`src/hdl/distributed_mutex_node_top_macros.svh`:
```
// ----------------------------------------------------------------------------
// Assertion macros for the mutual-exclusion node
// Concurrent checks clocked on clk and held off while rst_n is low.
// ----------------------------------------------------------------------------
`ifndef DISTRIBUTED_MUTEX_NODE_TOP_MACROS_SVH
`define DISTRIBUTED_MUTEX_NODE_TOP_MACROS_SVH

// Same-cycle implication
`define DMN_ASSERT_IMPLIES(label, ante, cons, msg) \
    label: assert property (@(posedge clk) disable iff (!rst_n) (ante) |-> (cons)) \
        else $error(msg);

// Next-cycle implication
`define DMN_ASSERT_NEXT(label, ante, cons, msg) \
    label: assert property (@(posedge clk) disable iff (!rst_n) (ante) |=> (cons)) \
        else $error(msg);

`endif

```
`src/hdl/dmn_pkg.sv`:
```
// ----------------------------------------------------------------------------
// dmn_pkg
// Shared types, codes and helpers of the mutual-exclusion node.
// ----------------------------------------------------------------------------
package dmn_pkg;

    // Field widths, result limit and queue depth
    localparam int TIME_W      = 15;
    localparam int ID_W        = 4;
    localparam int CNT_W       = 4;
    localparam int MAX_RESULTS = 15;
    localparam int QDEPTH      = 2;

    typedef logic [ID_W-1:0]   node_t;
    typedef logic [TIME_W-1:0] stamp_t;
    typedef logic [CNT_W-1:0]  cnt_t;

    localparam stamp_t TIME_MAX = '1;

    // Configuration register indexes
    localparam logic [0:0] CFG_NODE_ID    = 1'b0;
    localparam logic [0:0] CFG_PEER_COUNT = 1'b1;

    // Local actions
    typedef enum logic [1:0] {
        ACT_REQUEST = 2'd0,
        ACT_RELEASE = 2'd1,
        ACT_MESSAGE = 2'd2,
        ACT_DONE    = 2'd3
    } action_t;

    // Arriving message kinds
    typedef enum logic [1:0] {
        MSG_REQUEST = 2'd0,
        MSG_REPLY   = 2'd1,
        MSG_DONE    = 2'd2
    } msg_kind_t;

    // Result kinds
    typedef enum logic [2:0] {
        KIND_REQ   = 3'd0,
        KIND_REPLY = 3'd1,
        KIND_DONE  = 3'd2,
        KIND_GRANT = 3'd3,
        KIND_NONE  = 3'd4
    } out_kind_t;

    // Work handed from the front end to the back end
    typedef enum logic [1:0] {
        OP_SINGLE  = 2'd0,
        OP_PUSH    = 2'd1,
        OP_BCAST   = 2'd2,
        OP_RELEASE = 2'd3
    } cmd_op_t;

    typedef struct packed {
        cmd_op_t   op;
        out_kind_t kind;
        node_t     dest;
        stamp_t    stamp;
        logic      grant;
        logic      all_done;
        cnt_t      count;
    } cmd_t;

    // Saturating Lamport increment
    function automatic stamp_t tick(input stamp_t t);
        return (t == TIME_MAX) ? t : t + 1'b1;
    endfunction

endpackage

```
`src/hdl/distributed_mutex_node_top.sv`:
```
// ----------------------------------------------------------------------------
// distributed_mutex_node_top
// One node of Ricart-Agrawala mutual exclusion with a saturating Lamport
// clock. The front end takes one transaction per cycle while its two-entry
// command queue has room and updates the protocol state at once; the back
// end issues the results through a registered output, one per cycle while
// the result channel is not stalled. An item that yields a single result
// (reply, grant, deferral or none) passes through the command queue and the
// output register. A broadcast pops its command, then steps through the
// participant slots from 0 up to the last node that it addresses (slot 0
// alone when it addresses nobody), skipping its own slot when it lies below
// that node, and then issues a grant if one is due; it stops after fifteen
// messages. A release reads the top of the deferred stack and then issues
// one reply per entry, at most fifteen. The deferred stack has a single
// read port; stalls on the result channel hold the back end.
// ----------------------------------------------------------------------------
`include "distributed_mutex_node_top_macros.svh"

module distributed_mutex_node_top
#(
    parameter int MAX_NODES = 16
)
(
    input  logic            clk,
    input  logic            rst_n,
    // Configuration
    input  logic            cfg_we,
    input  logic [0:0]      cfg_index,
    input  logic [3:0]      cfg_data,
    // Input channel
    input  logic            in_valid,
    output logic            in_stall,
    input  logic [1:0]      action,
    input  logic [1:0]      msg_kind,
    input  dmn_pkg::node_t  sender,
    input  dmn_pkg::stamp_t msg_time,
    // Result channel
    output logic            out_valid,
    input  logic            out_stall,
    output logic [2:0]      out_kind,
    output dmn_pkg::node_t  dest,
    output dmn_pkg::stamp_t stamp,
    output logic            all_done,
    output logic            last
);

    dmn_pkg::node_t node_id_reg;
    dmn_pkg::node_t peer_count_reg;
    dmn_pkg::node_t lim;

    logic           q_push;
    logic           q_full;
    logic           q_pop;
    logic           q_empty;
    dmn_pkg::cmd_t  cmd;
    dmn_pkg::cmd_t  q_data;

    // Configuration registers
    always_ff @(posedge clk or negedge rst_n)
    begin
        if (!rst_n)
        begin
            node_id_reg    <= dmn_pkg::node_t'(1);
            peer_count_reg <= dmn_pkg::node_t'(1);
        end
        else if (cfg_we)
        begin
            case (cfg_index)
                dmn_pkg::CFG_NODE_ID:    node_id_reg    <= cfg_data;
                dmn_pkg::CFG_PEER_COUNT: peer_count_reg <= cfg_data;
                default:
                begin
                end
            endcase
        end
    end

    // Highest participant that is addressed
    assign lim = (int'(peer_count_reg) > MAX_NODES - 1)
                 ? dmn_pkg::node_t'(MAX_NODES - 1) : peer_count_reg;

    dmn_front #(
        .MAX_NODES (MAX_NODES)
    ) u_front (
        .clk      (clk),
        .rst_n    (rst_n),
        .in_valid (in_valid),
        .in_stall (in_stall),
        .action   (action),
        .msg_kind (msg_kind),
        .sender   (sender),
        .msg_time (msg_time),
        .node_id  (node_id_reg),
        .lim      (lim),
        .q_full   (q_full),
        .q_push   (q_push),
        .cmd      (cmd)
    );

    dmn_queue u_queue (
        .clk       (clk),
        .rst_n     (rst_n),
        .push      (q_push),
        .push_data (cmd),
        .full      (q_full),
        .pop       (q_pop),
        .pop_data  (q_data),
        .empty     (q_empty)
    );

    dmn_back #(
        .MAX_NODES (MAX_NODES)
    ) u_back (
        .clk       (clk),
        .rst_n     (rst_n),
        .q_empty   (q_empty),
        .q_data    (q_data),
        .q_pop     (q_pop),
        .node_id   (node_id_reg),
        .lim       (lim),
        .out_valid (out_valid),
        .out_stall (out_stall),
        .out_kind  (out_kind),
        .dest      (dest),
        .stamp     (stamp),
        .all_done  (all_done),
        .last      (last)
    );

    // Checks
    `DMN_ASSERT_IMPLIES(a_grant_to_self, out_valid && (out_kind == dmn_pkg::KIND_GRANT), dest == node_id_reg, "grant not addressed to this node")
    `DMN_ASSERT_IMPLIES(a_none_dest_zero, out_valid && (out_kind == dmn_pkg::KIND_NONE), dest == '0, "empty result carries a destination")
    `DMN_ASSERT_IMPLIES(a_pop_not_empty, q_pop, !q_empty, "command popped from an empty queue")
    `DMN_ASSERT_NEXT(a_full_holds, q_full && !q_pop, q_full, "queue lost an entry without a pop")

endmodule

```
`src/hdl/dmn_queue.sv`:
```
// ----------------------------------------------------------------------------
// dmn_queue
// Two-entry command queue between the front end and the back end.
// ----------------------------------------------------------------------------
module dmn_queue
(
    input  logic          clk,
    input  logic          rst_n,
    input  logic          push,
    input  dmn_pkg::cmd_t push_data,
    output logic          full,
    input  logic          pop,
    output dmn_pkg::cmd_t pop_data,
    output logic          empty
);

    localparam int AW = (dmn_pkg::QDEPTH > 1) ? $clog2(dmn_pkg::QDEPTH) : 1;
    localparam int CW = $clog2(dmn_pkg::QDEPTH + 1);

    dmn_pkg::cmd_t   entry_reg [dmn_pkg::QDEPTH];
    logic [AW-1:0]   wr_ptr_reg;
    logic [AW-1:0]   wr_ptr_next;
    logic [AW-1:0]   rd_ptr_reg;
    logic [AW-1:0]   rd_ptr_next;
    logic [CW-1:0]   fill_reg;
    logic [CW-1:0]   fill_next;

    assign full     = (fill_reg == CW'(dmn_pkg::QDEPTH));
    assign empty    = (fill_reg == '0);
    assign pop_data = entry_reg[rd_ptr_reg];

    // Pointer and fill bookkeeping
    always_comb
    begin
        wr_ptr_next = wr_ptr_reg;
        rd_ptr_next = rd_ptr_reg;
        fill_next   = fill_reg;
        if (push)
        begin
            wr_ptr_next = (32'(wr_ptr_reg) == dmn_pkg::QDEPTH - 1) ? '0 : wr_ptr_reg + 1'b1;
        end
        if (pop)
        begin
            rd_ptr_next = (32'(rd_ptr_reg) == dmn_pkg::QDEPTH - 1) ? '0 : rd_ptr_reg + 1'b1;
        end
        if (push && !pop)
        begin
            fill_next = fill_reg + 1'b1;
        end
        else if (pop && !push)
        begin
            fill_next = fill_reg - 1'b1;
        end
    end

    always_ff @(posedge clk or negedge rst_n)
    begin
        if (!rst_n)
        begin
            wr_ptr_reg <= '0;
            rd_ptr_reg <= '0;
            fill_reg   <= '0;
        end
        else
        begin
            wr_ptr_reg <= wr_ptr_next;
            rd_ptr_reg <= rd_ptr_next;
            fill_reg   <= fill_next;
        end
    end

    // Storage
    always_ff @(posedge clk)
    begin
        if (push)
        begin
            entry_reg[wr_ptr_reg] <= push_data;
        end
    end

endmodule

```
`src/hdl/dmn_front.sv`:
```
// ----------------------------------------------------------------------------
// dmn_front
// Accepts input transactions, keeps the node's protocol state and Lamport
// clock, and classifies each item into one back-end command.
// ----------------------------------------------------------------------------
module dmn_front
#(
    parameter int MAX_NODES = 16
)
(
    input  logic           clk,
    input  logic           rst_n,
    input  logic           in_valid,
    output logic           in_stall,
    input  logic [1:0]     action,
    input  logic [1:0]     msg_kind,
    input  dmn_pkg::node_t sender,
    input  dmn_pkg::stamp_t msg_time,
    input  dmn_pkg::node_t node_id,
    input  dmn_pkg::node_t lim,
    input  logic           q_full,
    output logic           q_push,
    output dmn_pkg::cmd_t  cmd
);

    localparam int PW = $clog2(MAX_NODES + 1);
    localparam logic [dmn_pkg::TIME_W:0] TMAX_EXT = {1'b0, dmn_pkg::TIME_MAX};

    // Protocol state
    dmn_pkg::stamp_t        clock_reg;
    dmn_pkg::stamp_t        clock_next;
    logic                   requesting_reg;
    logic                   requesting_next;
    dmn_pkg::stamp_t        req_stamp_reg;
    dmn_pkg::stamp_t        req_stamp_next;
    logic [MAX_NODES-1:0]   reply_bits_reg;
    logic [MAX_NODES-1:0]   reply_bits_next;
    logic [PW-1:0]          def_count_reg;
    logic [PW-1:0]          def_count_next;
    logic [MAX_NODES-1:0]   finished_reg;
    logic [MAX_NODES-1:0]   finished_next;

    // Working values
    logic                   accept;
    logic [MAX_NODES-1:0]   group_mask;
    logic [MAX_NODES-1:0]   own_bit;
    logic [MAX_NODES-1:0]   snd_bit;
    logic [MAX_NODES-1:0]   reply_merged;
    dmn_pkg::stamp_t        ticked;
    dmn_pkg::stamp_t        later;
    dmn_pkg::stamp_t        pulled;
    dmn_pkg::stamp_t        pulled_tick;
    logic [dmn_pkg::TIME_W:0] rel_sum;
    dmn_pkg::stamp_t        rel_clock;
    dmn_pkg::cnt_t          rel_n;
    logic                   ours_older;
    logic                   stack_free;

    assign accept   = in_valid && !q_full;
    assign in_stall = q_full;
    assign q_push   = accept;

    // Participant masks
    always_comb
    begin
        for (int i = 0; i < MAX_NODES; i++)
        begin
            group_mask[i] = (i <= int'(lim));
            own_bit[i]    = (int'(node_id) == i);
            snd_bit[i]    = (int'(sender) == i);
        end
    end

    // Clock arithmetic
    assign ticked       = dmn_pkg::tick(clock_reg);
    assign later        = (clock_reg > msg_time) ? clock_reg : msg_time;
    assign pulled       = dmn_pkg::tick(later);
    assign pulled_tick  = dmn_pkg::tick(pulled);
    assign rel_sum      = (dmn_pkg::TIME_W + 1)'(clock_reg) + (dmn_pkg::TIME_W + 1)'(def_count_reg);
    assign rel_clock    = (rel_sum > TMAX_EXT) ? dmn_pkg::TIME_MAX : rel_sum[dmn_pkg::TIME_W-1:0];
    assign rel_n        = (int'(def_count_reg) > dmn_pkg::MAX_RESULTS)
                          ? dmn_pkg::cnt_t'(dmn_pkg::MAX_RESULTS) : dmn_pkg::cnt_t'(def_count_reg);
    assign reply_merged = reply_bits_reg | snd_bit;

    // Pending request (stamp, id) is older than the arriving one
    assign ours_older = requesting_reg &&
                        ((req_stamp_reg < msg_time) ||
                         ((req_stamp_reg == msg_time) && (node_id < sender)));
    assign stack_free = (int'(def_count_reg) < MAX_NODES);

    // Classification and state update
    always_comb
    begin
        clock_next      = clock_reg;
        requesting_next = requesting_reg;
        req_stamp_next  = req_stamp_reg;
        reply_bits_next = reply_bits_reg;
        def_count_next  = def_count_reg;
        finished_next   = finished_reg;

        cmd.op       = dmn_pkg::OP_SINGLE;
        cmd.kind     = dmn_pkg::KIND_NONE;
        cmd.dest     = '0;
        cmd.stamp    = clock_reg;
        cmd.grant    = 1'b0;
        cmd.count    = '0;

        case (dmn_pkg::action_t'(action))
            dmn_pkg::ACT_REQUEST:
            begin
                if (!requesting_reg)
                begin
                    clock_next      = ticked;
                    req_stamp_next  = ticked;
                    requesting_next = 1'b1;
                    reply_bits_next = own_bit;
                    cmd.op          = dmn_pkg::OP_BCAST;
                    cmd.kind        = dmn_pkg::KIND_REQ;
                    cmd.stamp       = ticked;
                    cmd.grant       = ((own_bit & group_mask) == group_mask);
                end
            end
            dmn_pkg::ACT_RELEASE:
            begin
                requesting_next = 1'b0;
                reply_bits_next = '0;
                def_count_next  = '0;
                clock_next      = rel_clock;
                cmd.op          = dmn_pkg::OP_RELEASE;
                cmd.kind        = dmn_pkg::KIND_REPLY;
                cmd.count       = rel_n;
            end
            dmn_pkg::ACT_DONE:
            begin
                clock_next    = ticked;
                finished_next = finished_reg | own_bit;
                cmd.op        = dmn_pkg::OP_BCAST;
                cmd.kind      = dmn_pkg::KIND_DONE;
                cmd.stamp     = ticked;
            end
            dmn_pkg::ACT_MESSAGE:
            begin
                clock_next = pulled;
                cmd.stamp  = pulled;
                case (dmn_pkg::msg_kind_t'(msg_kind))
                    dmn_pkg::MSG_REQUEST:
                    begin
                        if (ours_older && stack_free)
                        begin
                            // Defer: the back end stacks the sender
                            def_count_next = def_count_reg + 1'b1;
                            cmd.op         = dmn_pkg::OP_PUSH;
                            cmd.dest       = sender;
                        end
                        else
                        begin
                            clock_next = pulled_tick;
                            cmd.kind   = dmn_pkg::KIND_REPLY;
                            cmd.dest   = sender;
                            cmd.stamp  = pulled_tick;
                        end
                    end
                    dmn_pkg::MSG_REPLY:
                    begin
                        if (requesting_reg && (snd_bit != '0) && ((reply_bits_reg & snd_bit) == '0))
                        begin
                            reply_bits_next = reply_merged;
                            if ((reply_merged & group_mask) == group_mask)
                            begin
                                cmd.kind = dmn_pkg::KIND_GRANT;
                                cmd.dest = node_id;
                            end
                        end
                    end
                    dmn_pkg::MSG_DONE:
                    begin
                        finished_next = finished_reg | snd_bit;
                    end
                    default:
                    begin
                    end
                endcase
            end
            default:
            begin
            end
        endcase

        cmd.all_done = ((finished_next & group_mask) == group_mask);
    end

    always_ff @(posedge clk or negedge rst_n)
    begin
        if (!rst_n)
        begin
            clock_reg      <= '0;
            requesting_reg <= 1'b0;
            req_stamp_reg  <= '0;
            reply_bits_reg <= '0;
            def_count_reg  <= '0;
            finished_reg   <= {{(MAX_NODES-1){1'b0}}, 1'b1};
        end
        else if (accept)
        begin
            clock_reg      <= clock_next;
            requesting_reg <= requesting_next;
            req_stamp_reg  <= req_stamp_next;
            reply_bits_reg <= reply_bits_next;
            def_count_reg  <= def_count_next;
            finished_reg   <= finished_next;
        end
    end

endmodule

```
`src/hdl/dmn_back.sv`:
```
// ----------------------------------------------------------------------------
// dmn_back
// Carries out queued commands: walks broadcasts, pops the deferred stack on
// release and drives the registered result channel, one per unstalled cycle.
// ----------------------------------------------------------------------------
module dmn_back
#(
    parameter int MAX_NODES = 16
)
(
    input  logic            clk,
    input  logic            rst_n,
    input  logic            q_empty,
    input  dmn_pkg::cmd_t   q_data,
    output logic            q_pop,
    input  dmn_pkg::node_t  node_id,
    input  dmn_pkg::node_t  lim,
    output logic            out_valid,
    input  logic            out_stall,
    output logic [2:0]      out_kind,
    output dmn_pkg::node_t  dest,
    output dmn_pkg::stamp_t stamp,
    output logic            all_done,
    output logic            last
);

    localparam int AW = $clog2(MAX_NODES);
    localparam int PW = $clog2(MAX_NODES + 1);

    typedef enum logic [3:0] {
        ST_IDLE  = 4'b0001,
        ST_BCAST = 4'b0010,
        ST_GRANT = 4'b0100,
        ST_REL   = 4'b1000
    } back_state_t;

    // Deferred stack
    dmn_pkg::node_t stack_mem [MAX_NODES];
    dmn_pkg::node_t rd_data_reg;
    logic           mem_we;
    logic [AW-1:0]  mem_wa;
    logic           mem_re;
    logic [AW-1:0]  mem_ra;

    // Sequencer state
    back_state_t       state_reg;
    back_state_t       state_next;
    logic [PW-1:0]     ptr_reg;
    logic [PW-1:0]     ptr_next;
    logic [PW-1:0]     ptr_dec;
    dmn_pkg::node_t    idx_reg;
    dmn_pkg::node_t    idx_next;
    dmn_pkg::cnt_t     cnt_reg;
    dmn_pkg::cnt_t     cnt_next;
    dmn_pkg::cnt_t     cnt_inc;
    dmn_pkg::cnt_t     rem_reg;
    dmn_pkg::cnt_t     rem_next;
    dmn_pkg::out_kind_t cur_kind_reg;
    dmn_pkg::out_kind_t cur_kind_next;
    dmn_pkg::stamp_t   cur_stamp_reg;
    dmn_pkg::stamp_t   cur_stamp_next;
    dmn_pkg::stamp_t   stamp_inc;
    logic              cur_grant_reg;
    logic              cur_grant_next;
    logic              cur_done_reg;
    logic              cur_done_next;

    // Broadcast walk helpers
    logic              is_target;
    logic              own_ahead;
    dmn_pkg::node_t    rem_after;
    logic              more_bc;

    // Result being issued this cycle
    logic               slot_free;
    logic               emit;
    dmn_pkg::out_kind_t e_kind;
    dmn_pkg::node_t     e_dest;
    dmn_pkg::stamp_t    e_stamp;
    logic               e_last;
    logic               e_all_done;

    // Output register
    logic               out_valid_reg;
    dmn_pkg::out_kind_t out_kind_reg;
    dmn_pkg::node_t     dest_reg;
    dmn_pkg::stamp_t    stamp_reg;
    logic               all_done_reg;
    logic               last_reg;

    assign slot_free = !out_valid_reg || !out_stall;
    assign ptr_dec   = ptr_reg - 1'b1;
    assign cnt_inc   = cnt_reg + 1'b1;
    assign stamp_inc = dmn_pkg::tick(cur_stamp_reg);
    assign is_target = (idx_reg != node_id);
    assign own_ahead = (node_id > idx_reg) && (node_id <= lim);
    assign rem_after = lim - idx_reg - dmn_pkg::node_t'(own_ahead);
    assign more_bc   = (cnt_inc != dmn_pkg::cnt_t'(dmn_pkg::MAX_RESULTS)) &&
                       ((rem_after != '0) || cur_grant_reg);

    // Sequencer
    always_comb
    begin
        state_next     = state_reg;
        ptr_next       = ptr_reg;
        idx_next       = idx_reg;
        cnt_next       = cnt_reg;
        rem_next       = rem_reg;
        cur_kind_next  = cur_kind_reg;
        cur_stamp_next = cur_stamp_reg;
        cur_grant_next = cur_grant_reg;
        cur_done_next  = cur_done_reg;

        q_pop      = 1'b0;
        mem_we     = 1'b0;
        mem_wa     = ptr_reg[AW-1:0];
        mem_re     = 1'b0;
        mem_ra     = ptr_dec[AW-1:0];
        emit       = 1'b0;
        e_kind     = dmn_pkg::KIND_NONE;
        e_dest     = '0;
        e_stamp    = cur_stamp_reg;
        e_last     = 1'b1;
        e_all_done = cur_done_reg;

        case (state_reg)
            ST_IDLE:
            begin
                e_all_done = q_data.all_done;
                e_stamp    = q_data.stamp;
                if (!q_empty && slot_free)
                begin
                    q_pop          = 1'b1;
                    cur_kind_next  = q_data.kind;
                    cur_stamp_next = q_data.stamp;
                    cur_grant_next = q_data.grant;
                    cur_done_next  = q_data.all_done;
                    case (q_data.op)
                        dmn_pkg::OP_SINGLE:
                        begin
                            emit   = 1'b1;
                            e_kind = q_data.kind;
                            e_dest = q_data.dest;
                        end
                        dmn_pkg::OP_PUSH:
                        begin
                            mem_we   = 1'b1;
                            ptr_next = ptr_reg + 1'b1;
                            emit     = 1'b1;
                        end
                        dmn_pkg::OP_BCAST:
                        begin
                            idx_next   = '0;
                            cnt_next   = '0;
                            state_next = ST_BCAST;
                        end
                        dmn_pkg::OP_RELEASE:
                        begin
                            if (q_data.count == '0)
                            begin
                                emit     = 1'b1;
                                ptr_next = '0;
                            end
                            else
                            begin
                                // Fetch the top of stack ahead of the first reply
                                mem_re     = 1'b1;
                                ptr_next   = ptr_dec;
                                rem_next   = q_data.count;
                                state_next = ST_REL;
                            end
                        end
                        default:
                        begin
                        end
                    endcase
                end
            end
            ST_BCAST:
            begin
                e_kind = cur_kind_reg;
                e_dest = idx_reg;
                if (is_target)
                begin
                    if (slot_free)
                    begin
                        emit     = 1'b1;
                        e_last   = !more_bc;
                        cnt_next = cnt_inc;
                        if (!more_bc)
                        begin
                            state_next = ST_IDLE;
                        end
                        else if (rem_after != '0)
                        begin
                            idx_next = idx_reg + 1'b1;
                        end
                        else
                        begin
                            state_next = ST_GRANT;
                        end
                    end
                end
                else if (rem_after != '0)
                begin
                    // Own slot: skip it
                    idx_next = idx_reg + 1'b1;
                end
                else if (cur_grant_reg)
                begin
                    state_next = ST_GRANT;
                end
                else if (slot_free)
                begin
                    // Nobody else to address
                    emit       = 1'b1;
                    e_kind     = dmn_pkg::KIND_NONE;
                    e_dest     = '0;
                    state_next = ST_IDLE;
                end
            end
            ST_GRANT:
            begin
                e_kind = dmn_pkg::KIND_GRANT;
                e_dest = node_id;
                if (slot_free)
                begin
                    emit       = 1'b1;
                    state_next = ST_IDLE;
                end
            end
            ST_REL:
            begin
                e_kind  = dmn_pkg::KIND_REPLY;
                e_dest  = rd_data_reg;
                e_stamp = stamp_inc;
                e_last  = (rem_reg == dmn_pkg::cnt_t'(1));
                if (slot_free)
                begin
                    emit           = 1'b1;
                    cur_stamp_next = stamp_inc;
                    rem_next       = rem_reg - 1'b1;
                    if (rem_reg != dmn_pkg::cnt_t'(1))
                    begin
                        mem_re   = 1'b1;
                        ptr_next = ptr_dec;
                    end
                    else
                    begin
                        ptr_next   = '0;
                        state_next = ST_IDLE;
                    end
                end
            end
            default:
            begin
                state_next = ST_IDLE;
            end
        endcase
    end

    always_ff @(posedge clk or negedge rst_n)
    begin
        if (!rst_n)
        begin
            state_reg     <= ST_IDLE;
            ptr_reg       <= '0;
            idx_reg       <= '0;
            cnt_reg       <= '0;
            rem_reg       <= '0;
            out_valid_reg <= 1'b0;
        end
        else
        begin
            state_reg <= state_next;
            ptr_reg   <= ptr_next;
            idx_reg   <= idx_next;
            cnt_reg   <= cnt_next;
            rem_reg   <= rem_next;
            if (slot_free)
            begin
                out_valid_reg <= emit;
            end
        end
    end

    // Current command and result payload
    always_ff @(posedge clk)
    begin
        cur_kind_reg  <= cur_kind_next;
        cur_stamp_reg <= cur_stamp_next;
        cur_grant_reg <= cur_grant_next;
        cur_done_reg  <= cur_done_next;
        if (slot_free && emit)
        begin
            out_kind_reg <= e_kind;
            dest_reg     <= e_dest;
            stamp_reg    <= e_stamp;
            all_done_reg <= e_all_done;
            last_reg     <= e_last;
        end
    end

    // Stack memory, registered read
    always_ff @(posedge clk)
    begin
        if (mem_we)
        begin
            stack_mem[mem_wa] <= q_data.dest;
        end
        if (mem_re)
        begin
            rd_data_reg <= stack_mem[mem_ra];
        end
    end

    assign out_valid = out_valid_reg;
    assign out_kind  = out_kind_reg;
    assign dest      = dest_reg;
    assign stamp     = stamp_reg;
    assign all_done  = all_done_reg;
    assign last      = last_reg;

endmodule
```
`config.mk`:
```
export PLATFORM = sky130hd
export DESIGN_NAME = distributed_mutex_node_top
export DESIGN_NICKNAME = d
export VERILOG_FILES = /design/src/hdl/dmn_pkg.sv /design/src/hdl/distributed_mutex_node_top.sv /design/src/hdl/dmn_queue.sv /design/src/hdl/dmn_front.sv /design/src/hdl/dmn_back.sv
export VERILOG_INCLUDE_DIRS = /design/src /design/src/hdl
export SDC_FILE = /design/constraint.sdc
export NUM_CORES = 1
export LEC_CHECK = 0
export BUFFER_PORTS_ARGS = -buffer_cell sky130_fd_sc_hd__clkbuf_2
export CORE_MARGIN = 2
export CORE_UTILIZATION = 40
export DETAILED_ROUTE_END_ITERATION = 6
export PLACE_DENSITY = 0.58
export SLEW_MARGIN = 20
export SYNTH_ARGS = -nofsm -noshare
export SYNTH_HDL_FRONTEND = slang
export SYNTH_SLANG_ARGS = --single-unit
export TNS_END_PERCENT = 5
```
`constraint.sdc`:
```
create_clock -name clk -period 19.5 [get_ports clk]
set_input_delay 3.9 -clock clk [delete_from_list [all_inputs] [get_ports clk]]
set_output_delay 3.9 -clock clk [all_outputs]
set_load 0.005 [all_outputs]
```
Word-level counts from Yosys, hierarchy flattened --
Memory sizes are Yosys's and may differ from the RTL's. A register that Yosys moved wholly into a read port is not among the register bits. Cells that the tools add are included.
Storage, ports and cells: flip-flop bits (word level) 146, RAM bits 124, bits of input ports 33, memories 2
Operators by class: add/subtract/negate cells 17, order comparisons 23, equality and inequality tests 75, multiplexer cells 117, bitwise gates (word level) 9, reductions and logical operators 54
Memory list:
- u_back.stack_mem | depth 16, width 4, rd ports 1, clocked after Yosys merged registers in 1, wr ports 1, RTL line dmn_back.sv:38 | dmn_pkg::node_t stack_mem [MAX_NODES];
- u_queue.entry_reg | depth 2, width 30, rd ports 1, clocked after Yosys merged registers in 0, wr ports 1, RTL line dmn_queue.sv:20 | dmn_pkg::cmd_t entry_reg [dmn_pkg::QDEPTH];
Operators by type and width (number):
- $mux W15 | 11
- $mux W4 | 32
- $mux W16 | 5
- $eq A4 B4 Y1 const B | 17
- $and A16 B16 Y16 | 4
- $add A15 B1 Y15 const B | 4
- $eq A15 B15 Y1 const B | 4
- $pmux W15 S2 | 2
- $pmux W15 S4 | 1
- $eq A16 B16 Y1 | 3
- $or A16 B16 Y16 | 3
- $pmux W16 S3 | 1
- $pmux W15 S3 | 1
- $eq A4 B3 Y1 const B | 9
- $mux W5 | 7
- $le A4 B4 Y1 const A | 8
- $pmux W16 S2 | 1
- $pmux W4 S2 | 4
- $pmux W4 S4 | 2
- $pmux W5 S2 | 3
- $mux W1 | 27
- $mux W3 | 7
- $eq A4 B2 Y1 const B | 5
- $pmux W5 S4 | 1
- other kinds (55) | 133

Logic depth before layout (Yosys ltp) --
Gate-level depths: netlist of the first run.
depth in word-level cells 10, depth in mapped cells 30

Cells and area by module --
A second synthesis of the first run with hierarchy kept.
Second synthesis, totals: cells, all modules 1705, area, all modules 17210.3 um^2
By module, submodules not included:
- dmn_front | instances 1, cells an instance 1026, area an instance 7603.5 um^2
- dmn_back | instances 1, cells an instance 552, area an instance 6919.1 um^2
- dmn_queue | instances 1, cells an instance 109, area an instance 2359.8 um^2
- distributed_mutex_node_top | instances 1, cells an instance 18, area an instance 327.8 um^2

Worst setup path after synthesis of the first run --
Ideal clock, no wire load.
kind input -> register, start input msg_time[6], end memory u_queue.entry_reg[0][8] (netlist bit) (data pin), library setup time 0.281 ns, arrival time 9.655 ns, data required time 19.219 ns, setup slack 9.564 ns, stages 29, cells stage by stage inv_1 -> ha_1 -> nand4_1 -> a21oi_1 -> o21ai_0 -> a21oi_2 -> clkbuf_1 -> clkbuf_1 -> nand2_1 -> o21ai_0 -> ha_1 -> inv_1 -> nor4_2 -> buf_2 -> and4_1 -> clkbuf_1 -> nand2_1 -> nand2_1 -> ha_1 -> inv_1 -> a2111oi_0 -> a32oi_1 -> o31ai_1 -> or4bb_1 -> nor4_4 -> buf_4 -> nor3_1 -> xnor2_1 -> o221ai_1
RTL lines:
- start, declared | RTL line distributed_mutex_node_top.sv:36 | input dmn_pkg::stamp_t msg_time,
- end, declared | RTL line dmn_queue.sv:20

==> impl_metrics.py, run 1 <==
metrics = {
    "die": {
        "boundaryPins": 59,
        "core-area_mm2": 0.0418,
        "start_util": 0.403,
        "die_area_mm2": 0.0438,
        "die_w_um": 209,
        "die_y_um": 209,
        "fp-row-count": 75,
    },
    "logic_synthesis": {
        "synth_ff_type": "edfxtp_1",
        "synth_adder_area_share": 0.0563,
        "ys_ff_latch": 273,
        "syn_area_mm2": 0.0168,
        "synthXorXnorAreaFrac": 0.0338,
        "yosys.area_share.simple": 0.172,
        "synth_top_family_by_area": "compound AO/OA/AOI/OAI gates",
        "muxShareOfSynthArea": 0.0700,
        "ys_async_sr_fraction": 0.370,
        "yosys_warnings": 0,
        "synth-compound-area-share": 0.177,
        "synth_edf_count": 172,
        "syn_avg_cell_area_um2": 9.75,
        "ys_seq_area_frac": 0.457,
        "syn-instance-count": 1727,
        "ys_types": 81,
        "syn-num-nets": 1834,
    },
    "sta": {
        "setup_slack_ps": 8560,
        "rsz0062_at_grt": "no",
        "min_period_over_period": 0.561,
        "tns_ps": 0,
        "fin_skew_ps": 21.6,
        "relSlewSlack": 0.263,
        "setup_viol": 0,
        "timing.final.max_slew_violations": 0,
        "fmax_mhz": 91.4,
        "worst_pin_slew_ps": 1100,
        "hold_violations": 0,
        "layout_min_cycle_time_ps": 10940,
    },
    "drt": {
        "num_vias": 13714,
        "drt_wl_total_um": 48900,
        "drt_pre_antenna_iters": 5,
        "drc_errors": 0,
        "wl_per_cell_um": 21.0,
        "drt_iter0_drc": 1218,
        "via_per_inst": 5.91,
        "postRouteAntennaNets": 0,
    },
    "pwr": {
        "peakVddDrop_uv": 61.1,
        "p_sw_mw": 1.24,
        "total_power_mw": 3.01,
        "power_frac_clock": 0.213,
        "p_leak_nw": 7.27,
        "p_per_area_mw_per_mm2": 160,
        "switching_share": 0.412,
        "pwr-share-seq": 0.339,
        "pwr-share-comb": 0.448,
        "internal_power_mw": 1.77,
    },
    "placement": {
        "hpwl_um": 35600,
        "gp_congestion": 0.939,
        "io_buffer_count": 58,
        "pre_cts_slack_ps": 8190,
    },
    "clocking": {
        "clkSinkCount": 273,
        "tritoncts": "done",
        "post-cts-setup-buffers": 0,
        "ctsLongestPathBuffers": 3,
        "cts_root_buf": "clkbuf_16",
        "numCtsBuffers": 34,
        "insertion_delay_ps": 540,
        "postCtsResizedCells": 0,
        "htreeDepth": 2,
        "clk_pin_slew_ps": 60,
        "hold_buffers": 0,
    },
    "setup_path": {
        "cp_max_fo": 18,
        "r2r-end": "u_queue.entry_reg[1][7]",
        "path_class": "input port to flop",
        "endpoint_kind": "flop",
        "rrSetupSlack_ps": 11490,
        "startpoint_type": "input port",
        "critPathRequiredTime_ps": 19750,
        "reg2reg_depth": 22,
        "reg2reg_from": "u_front.clock_reg[12]",
        "worstPathArrival_ps": 11190,
    },
    "grt": {
        "grt_pass1_wl_um": 76600,
        "first_global_vias": 13420,
        "grt_overflow": 0,
        "antenna_found_initial": 1,
        "grt_max_degree": 59,
        "grt_usage": 0.223,
    },
    "worst_hold_path": {
        "hold_end": "u_front.finished_reg[12]",
        "min_path_type": "flop to flop",
        "holdCritStartpoint": "u_front.finished_reg[12]",
        "min_path_cells": 1,
    },
    "layout": {
        "num_antenna_cells": 0,
        "num-nets-final": 1864,
        "post_route_cells_drive_above_1_share": 0.128,
        "largest_register_ffs": 64,
        "utilization": 0.450,
        "syn2layout_area_growth_pct": 11.7,
        "layout_common_cells": "nand2_1 (203), edfxtp_1 (172), nor2_1 (165)",
        "nFillCells": 3987,
        "layout_commonest_cell": "nand2_1",
    },
    "run_status": {
        "status": "finished, final reports clean",
    },
    "run": {
        "drv_cap": 0,
    },
}
==> worst max path at each step <==
stage,cells after the start,start,endpoint,slack (ps)
final,24,msg_time[14],u_queue.entry_reg[1][7],8560
after global placement,24,msg_time[14],u_queue.entry_reg[0][7],8300
after CTS,24,msg_time[14],u_queue.entry_reg[0][7],8720
after detailed placement,24,msg_time[14],u_queue.entry_reg[0][7],8190
after floorplan,29,msg_time[6],u_queue.entry_reg[0][8],9560
after global routing,24,msg_time[14],u_queue.entry_reg[1][7],7920
==> worst max-delay path, cell delays in order <==
cell and delay [ps]:
clkbuf_2 120, inv_1 60, ha_1 370, nand4_1 220, nor4_4 600, a211oi_2 190, a21oi_4 510, mux2i_1 240
inv_1 100, ha_1 270, inv_1 110, nor4_2 840, nand4_1 300, xnor2_1 430, ha_1 260, inv_1 80
a2111oi_0 390, a32oi_1 160, o31ai_1 120, or4bb_1 560, nor4_4 760, nor2_1 240, mux2i_1 230, o21ai_0 110
==> logic make-up after synthesis <==
kind of cell,after synthesis
and+or+nand+nor,614
AOI/OAI and AO/OA,462
DFF,273
buffers and inverters,152
muxes,87
adders and majority gates,74
xor gates and xnor gates,65
==> power by group through the flow <==
stage | clock network, mW | logic, mW | registers, mW
after floorplan | 0 | 0.996 | 0.956
final | 0.641 | 1.35 | 1.02
after global routing | 0.683 | 1.50 | 1.04
after CTS | 0.658 | 1.35 | 1.02
after global placement | 0 | 1.32 | 1.02
after detailed placement | 0 | 1.34 | 1.03
==> routing by layer <==
layer	track usage	wire length [um]	vias up
met2	0.357	22300	427
met5	0	11	-
met3	0.0335	2850	98
met4	0.0810	1380	2
li1	-	-	6520
met1	0.309	22300	6667
==> synth_stat cells (20+ instances only) <==
master | n | area [um2]
nand2_1 | 203 | 762
nand4_1 | 22 | 138
xnor2_1 | 42 | 368
mux2_2 | 39 | 439
mux2i_1 | 26 | 260
edfxtp_1 | 172 | 5160
mux4_2 | 20 | 450
a21oi_1 | 121 | 606
o21ai_0 | 106 | 531
ha_1 | 71 | 888
a31oi_1 | 20 | 125
a21o_1 | 26 | 195
xor2_1 | 23 | 201
nor3_1 | 48 | 240
nor2_1 | 166 | 623
dfrtp_1 | 97 | 2430
o22ai_1 | 34 | 213
clkbuf_1 | 72 | 270
nand3_1 | 56 | 280
inv_1 | 63 | 236
==> area by class of cell <==
| class | instances | area, um2 | area share |
|---|---|---|---|
| Clock buffer | 41 | 908 | 0.0483 |
| Clock inverter | 20 | 214 | 0.0114 |
| Inverter | 63 | 236 | 0.0126 |
| Multi-Input combinational cell | 1302 | 8600 | 0.457 |
| Sequential cell | 273 | 7700 | 0.409 |
| Tap cell | 539 | 674 | 0.0359 |
| Timing Repair Buffer | 83 | 480 | 0.0255 |
==> stage by stage <==
step	hold WS, ps	area (um2)	instances
global placement	438	17700	2260
floorplan	423	16800	1727
finish	456	18800	2321
global route	475	18800	2321
detailed placement	444	17700	2260
CTS	457	18800	2321
Power figures use the tool's default switching activity.
==> inputs of run 2 (changes only) <==
- ABC_AREA: unset -> 1
- PLACE_DENSITY: 0.58 -> 0.61
- clock period: 19.5 -> 9.9 ns (I/O delays scaled with it)
==> impl_metrics.py, run 2 <==
metrics = {
    "logic_synthesis": {
        "syn-instance-count": 2104,
        "synth_top_cell_by_area": "edfxtp_1",
        "ys_seq_area_frac": 0.455,
        "ys_ff_latch": 273,
        "synth.top_cell.area_share": 0.305,
        "ys_async_sr_fraction": 0.370,
        "synth_edf_count": 172,
        "syn_avg_cell_area_um2": 8.04,
        "synthTopCellsByCount": "nand2_1 (494), inv_1 (265), nor2_1 (257)",
        "syn-num-nets": 2211,
        "synth_ff_type": "edfxtp_1",
        "yosys_warnings": 0,
        "synth_area_leaders": "edfxtp_1 (31%), dfrtp_1 (14%), nand2_1 (11%)",
        "ys_types": 57,
        "syn_area_mm2": 0.0169,
        "yosys.cell_count.top_type": "nand2_1",
    },
    "placement": {
        "place_area_mm2": 0.0177,
        "hpwl_um": 35300,
        "pre_cts_slack_ps": 3390,
        "io_buffer_count": 58,
        "gp_congestion": 0.934,
    },
    "setup_path": {
        "crit_cells": 26,
        "critPathRequiredTime_ps": 10290,
        "crit_buf_inv": 4,
        "worstPathArrival_ps": 6350,
        "cp_max_fo": 25,
        "endpoint_kind": "flop",
        "reg2reg_depth": 17,
        "startpoint_type": "input port",
        "path_class": "input port to flop",
        "path_common_cell": "nor2_4",
        "slowest_delay_ps": 360,
        "cpLargestDelayFamily": "simple AND/OR/NAND/NOR gates",
        "slowest_stage": "nand2_4",
    },
    "die": {
        "die_area_mm2": 0.0440,
        "start_util": 0.404,
        "core-area_mm2": 0.0419,
        "die_w_um": 210,
        "boundaryPins": 59,
        "die_y_um": 210,
        "fp-row-count": 75,
    },
    "run": {
        "drv_cap": 0,
    },
    "grt": {
        "grt_pass1_wl_um": 77600,
        "first_global_vias": 13962,
        "grt_overflow": 0,
        "grt_max_degree": 64,
        "antenna_found_initial": 0,
        "grt_usage": 0.220,
    },
    "drt": {
        "dr_wl_met2_um": 21700,
        "num_vias": 14607,
        "highest_layer": "met4",
        "met3_length_um": 2960,
        "via_per_inst": 5.41,
        "drt-met1-wl_um": 22100,
        "drc_errors": 0,
        "drt_pre_antenna_iters": 6,
        "drt_iter0_drc": 1211,
        "postRouteAntennaNets": 0,
        "drt_wl_total_um": 48100,
        "wl_per_cell_um": 17.8,
    },
    "clocking": {
        "insertion_delay_ps": 600,
        "htreeDepth": 1,
        "post-cts-setup-buffers": 0,
        "numCtsBuffers": 31,
        "tritoncts": "done",
        "clk_pin_slew_ps": 60,
        "postCtsResizedCells": 0,
        "cts_root_buf": "clkbuf_16",
        "ctsLongestPathBuffers": 3,
        "clkSinkCount": 273,
        "hold_buffers": 0,
    },
    "layout": {
        "post_route_cells_drive_above_1_share": 0.0805,
        "final_area_mm2": 0.0188,
        "num-nets-final": 2244,
        "nFillCells": 4192,
        "layout_commonest_cell": "nand2_1",
        "layout_common_cells": "nand2_1 (494), inv_1 (265), nor2_1 (255)",
        "syn2layout_area_growth_pct": 11.0,
        "largest_register_ffs": 64,
    },
    "sta": {
        "hold_violations": 0,
        "worst_pin_slew_ps": 1050,
        "layout_min_cycle_time_ps": 5960,
        "relSlewSlack": 0.295,
        "fmax_mhz": 168,
        "rsz0062_at_grt": "no",
        "min_period_over_period": 0.602,
        "timing.final.max_slew_violations": 0,
        "setup_slack_ps": 3940,
        "fin_skew_ps": 19.9,
        "tns_ps": 0,
        "setup_viol": 0,
    },
    "run_status": {
        "status": "finished, final reports clean",
    },
    "pwr": {
        "peakVddDrop_uv": 177,
        "p_per_area_mw_per_mm2": 303,
        "p_leak_nw": 8.06,
        "total_power_mw": 5.69,
    },
    "worst_hold_path": {
        "min_path_type": "flop to flop",
        "min_path_cells": 2,
    },
}
==> run 2: changes by cell type after synthesis, moves of 19 or more <==
cell,delta
o211ai_1,+21
a21oi_1,-38
nor2_1,+91
mux2_2,-39
xnor2_1,-31
o21ai_0,+55
mux4_2,-20
o22ai_1,-22
nand2_1,+291
nand3_1,+49
inv_1,+202
nor3_1,-19
a21o_1,-23
==> run 2: cell families after synthesis <==
| logic type | synth area share |
|---|---|
| AOI/OAI and AO/OA | 0.147 |
| xor gates and xnor gates | 0.0186 |
| adders and majority gates | 0.0560 |
| buffers and inverters | 0.0801 |
| DFF | 0.455 |
| muxes | 0.00473 |
| and+or+nand+nor | 0.239 |
==> run 2: where the power goes <==
group | total, mW | switching, mW | internal, mW | leakage [nW]
Clock | 1.23 | 0.493 | 0.734 | 0.524
Combinational | 2.52 | 1.74 | 0.782 | 4.66
Sequential | 1.95 | 0.259 | 1.69 | 2.88
Total | 5.69 | 2.49 | 3.20 | 8.06
==> run 2: stage by stage <==
step / hold slack [ps] / util / std cells
6_report: 487 / 0.449 / 2702
5_1_grt: 507 / 0.449 / 2701
4_1_cts: 489 / 0.449 / 2701
3_5_place_dp: 472 / 0.423 / 2643
3_3_place_gp: 469 / 0.423 / 2643
2_1_floorplan: 453 / - / 2104
==> run 2: cell type report <==
cell class	count	area (um2)	area share
timing repair buffer	73	405	0.0216
antenna	1	2.50	0.000133
tap	539	674	0.0359
inverter	274	1030	0.0548
multi-input combinational	1484	7890	0.420
sequential	273	7700	0.410
clock buffer	43	851	0.0453
clock inverter	15	229	0.0122
==> run 2: metal layers <==
metal	vias up	GRT usage
met2	454	0.350
met5	-	0
li1	7167	-
met3	99	0.0319
met1	6887	0.310
met4	0	0.0687
==> run 2: worst register-to-register path: stages, from the launching register on <==
cell	delay, ps
dfrtp_1	530
clkinv_1	340
ha_1	400
nand2_1	50
inv_1	60
o21ai_0	80
a32o_1	210
nand2_1	80
fa_1	440
ha_1	190
or2_2	310
fa_1	430
a211oi_1	220
nand4_1	300
nor2_1	200
nand2_1	100
a211oi_4	420
buf_4	370
==> run 2: worst paths after layout <==
check                                          from                        to  slack, ps
max                                    msg_time[14]   u_queue.entry_reg[0][8]       3940
min                        u_front.req_stamp_reg[7]  u_front.req_stamp_reg[7]        490
min in group asynchronous                     rst_n   u_front.finished_reg[9]       1510
max in group asynchronous                     rst_n     u_front.clock_reg[13]       7210
min reg2reg                u_front.req_stamp_reg[7]  u_front.req_stamp_reg[7]        490
max reg2reg                                  lim[3]           u_back.stamp[4]       4810
==> inputs of run 3 (changes only) <==
- clock period: 9.9 -> 4.98 ns (I/O delays scaled with it)
==> impl_metrics.py, run 3 (synthesis gave the netlist of run 2 again) <==
metrics = {
    "die": {
        "boundaryPins": 59,
        "die_y_um": 210,
        "fp-row-count": 75,
        "die_w_um": 210,
        "start_util": 0.404,
        "die_area_mm2": 0.0440,
        "core-area_mm2": 0.0419,
    },
    "sta": {
        "rsz0062_at_grt": "no",
        "layout_min_cycle_time_ps": 4630,
        "tns_ps": 0,
        "setup_slack_ps": 352,
        "fin_skew_ps": 26.1,
        "relSlewSlack": 0.316,
        "fmax_mhz": 216,
        "hold_violations": 0,
        "setup_viol": 0,
        "worst_pin_slew_ps": 1020,
        "min_period_over_period": 0.929,
        "hold_ws_ps": 490,
        "timing.final.max_slew_violations": 0,
    },
    "pwr": {
        "total_power_mw": 11.2,
        "p_per_area_mw_per_mm2": 592,
        "p_leak_nw": 8.21,
        "peakVddDrop_uv": 315,
    },
    "layout": {
        "num_antenna_cells": 0,
        "num-nets-final": 2287,
        "nFillCells": 4136,
        "layout_common_cells": "nand2_1 (494), inv_1 (265), nor2_1 (254)",
        "multiInputGateArea_mm2": 0.00790,
        "layout_commonest_cell": "nand2_1",
        "largest_register_ffs": 64,
        "fin_cells": 2743,
        "seqCellArea_mm2": 0.00770,
        "syn2layout_area_growth_pct": 12.0,
        "post_route_cells_drive_above_1_share": 0.0989,
    },
    "clocking": {
        "ctsLongestPathBuffers": 3,
        "htreeDepth": 1,
        "hold_buffers": 0,
        "tritoncts": "done",
        "insertion_delay_ps": 580,
        "numCtsBuffers": 30,
        "cts_root_buf": "clkbuf_16",
        "clk_pin_slew_ps": 60,
        "clkSinkCount": 273,
    },
    "drt": {
        "drt_wl_total_um": 48700,
        "postRouteAntennaNets": 0,
        "drt_iter0_drc": 1395,
        "via_per_inst": 5.37,
        "num_vias": 14736,
        "wl_per_cell_um": 17.7,
        "drc_errors": 0,
        "drt_pre_antenna_iters": 5,
    },
    "setup_path": {
        "cp_max_fo": 19,
        "critPathRequiredTime_ps": 5240,
        "rrSetupSlack_ps": 350,
        "startpoint_type": "flop",
        "endpoint_kind": "flop",
        "crit_path_start": "node_id_reg[0]",
        "path_class": "flop to flop",
        "worstPathArrival_ps": 4890,
        "reg2reg_from": "node_id_reg[0]",
    },
    "grt": {
        "grt_overflow": 0,
        "grt_pass1_wl_um": 78000,
        "first_global_vias": 14262,
        "grt_max_degree": 60,
        "antenna_found_initial": 2,
        "grt_usage": 0.222,
    },
    "placement": {
        "pre_cts_slack_ps": -63.6,
        "placedCellCount": 2685,
        "io_buffer_count": 58,
        "gp_congestion": 0.973,
        "hpwl_um": 36300,
    },
    "run": {
        "drv_cap": 0,
    },
    "run_status": {
        "status": "finished, final reports clean",
    },
    "worst_hold_path": {
        "holdCritStartpoint": "u_front.req_stamp_reg[5]",
        "min_path_type": "flop to flop",
    },
}
-- run 3: stage by stage --
stage                     area (um2)   util
final                          19000  0.453
after global routing           19000  0.453
after CTS                      18900  0.452
after detailed placement       18000  0.430
after global placement         18000  0.430
after floorplan                16900      -
-- run 3: repair_timing --
| action | 4_1_cts | 5_1_grt |
|---|---|---|
| buffers inserted | 0 | 2 |
| resized for setup | 0 | 7 |
| setup endpoints to repair | 0 | 25 |
-- run 3: per-layer routing --
metal  GRT usage  part of all wire
met5           0           0.00058
met4      0.0614             0.022
met3      0.0317             0.059
met1       0.314              0.46
met2       0.355              0.46
-- run 3: area by class of cell --
cell class | count | area share
multi-input cells | 1484 | 0.417
clock buffers | 39 | 0.0424
clock inverters | 17 | 0.00541
well taps | 539 | 0.0356
flip-flops and latches | 273 | 0.406
inverters | 274 | 0.0543
repair buffers | 117 | 0.0395
-- run 3: power by group --
part / total, mW / internal [mW] / leakage (nW) / switching (mW)
Clock: 2.06 / 1.14 / 0.454 / 0.917
Sequential: 3.79 / 3.35 / 2.88 / 0.433
Combinational: 5.38 / 1.73 / 4.88 / 3.65
-- run 3: worst paths after layout --
check                                      endpoint  cells after the start
max                                u_back.stamp[14]                     18
min                        u_front.req_stamp_reg[5]                      2
max reg2reg                        u_back.stamp[14]                     18
min reg2reg                u_front.req_stamp_reg[5]                      2
max in group asynchronous         u_back.rem_reg[1]                      2
min in group asynchronous  u_front.finished_reg[11]                      1
-- run 3: critical path, stage by stage (launching register included) --
cell and delay, ps:
dfstp_2 600, inv_1 80, ha_1 310, nand3_2 120, inv_1 110, a21oi_1 160
nand2_1 90, fa_1 520, inv_1 50, ha_1 160, or2_2 290, fa_1 440
a211oi_1 220, nand4_1 230, buf_4 220, nor2_1 90, nand2_1 90, a211oi_4 300
buf_12 210
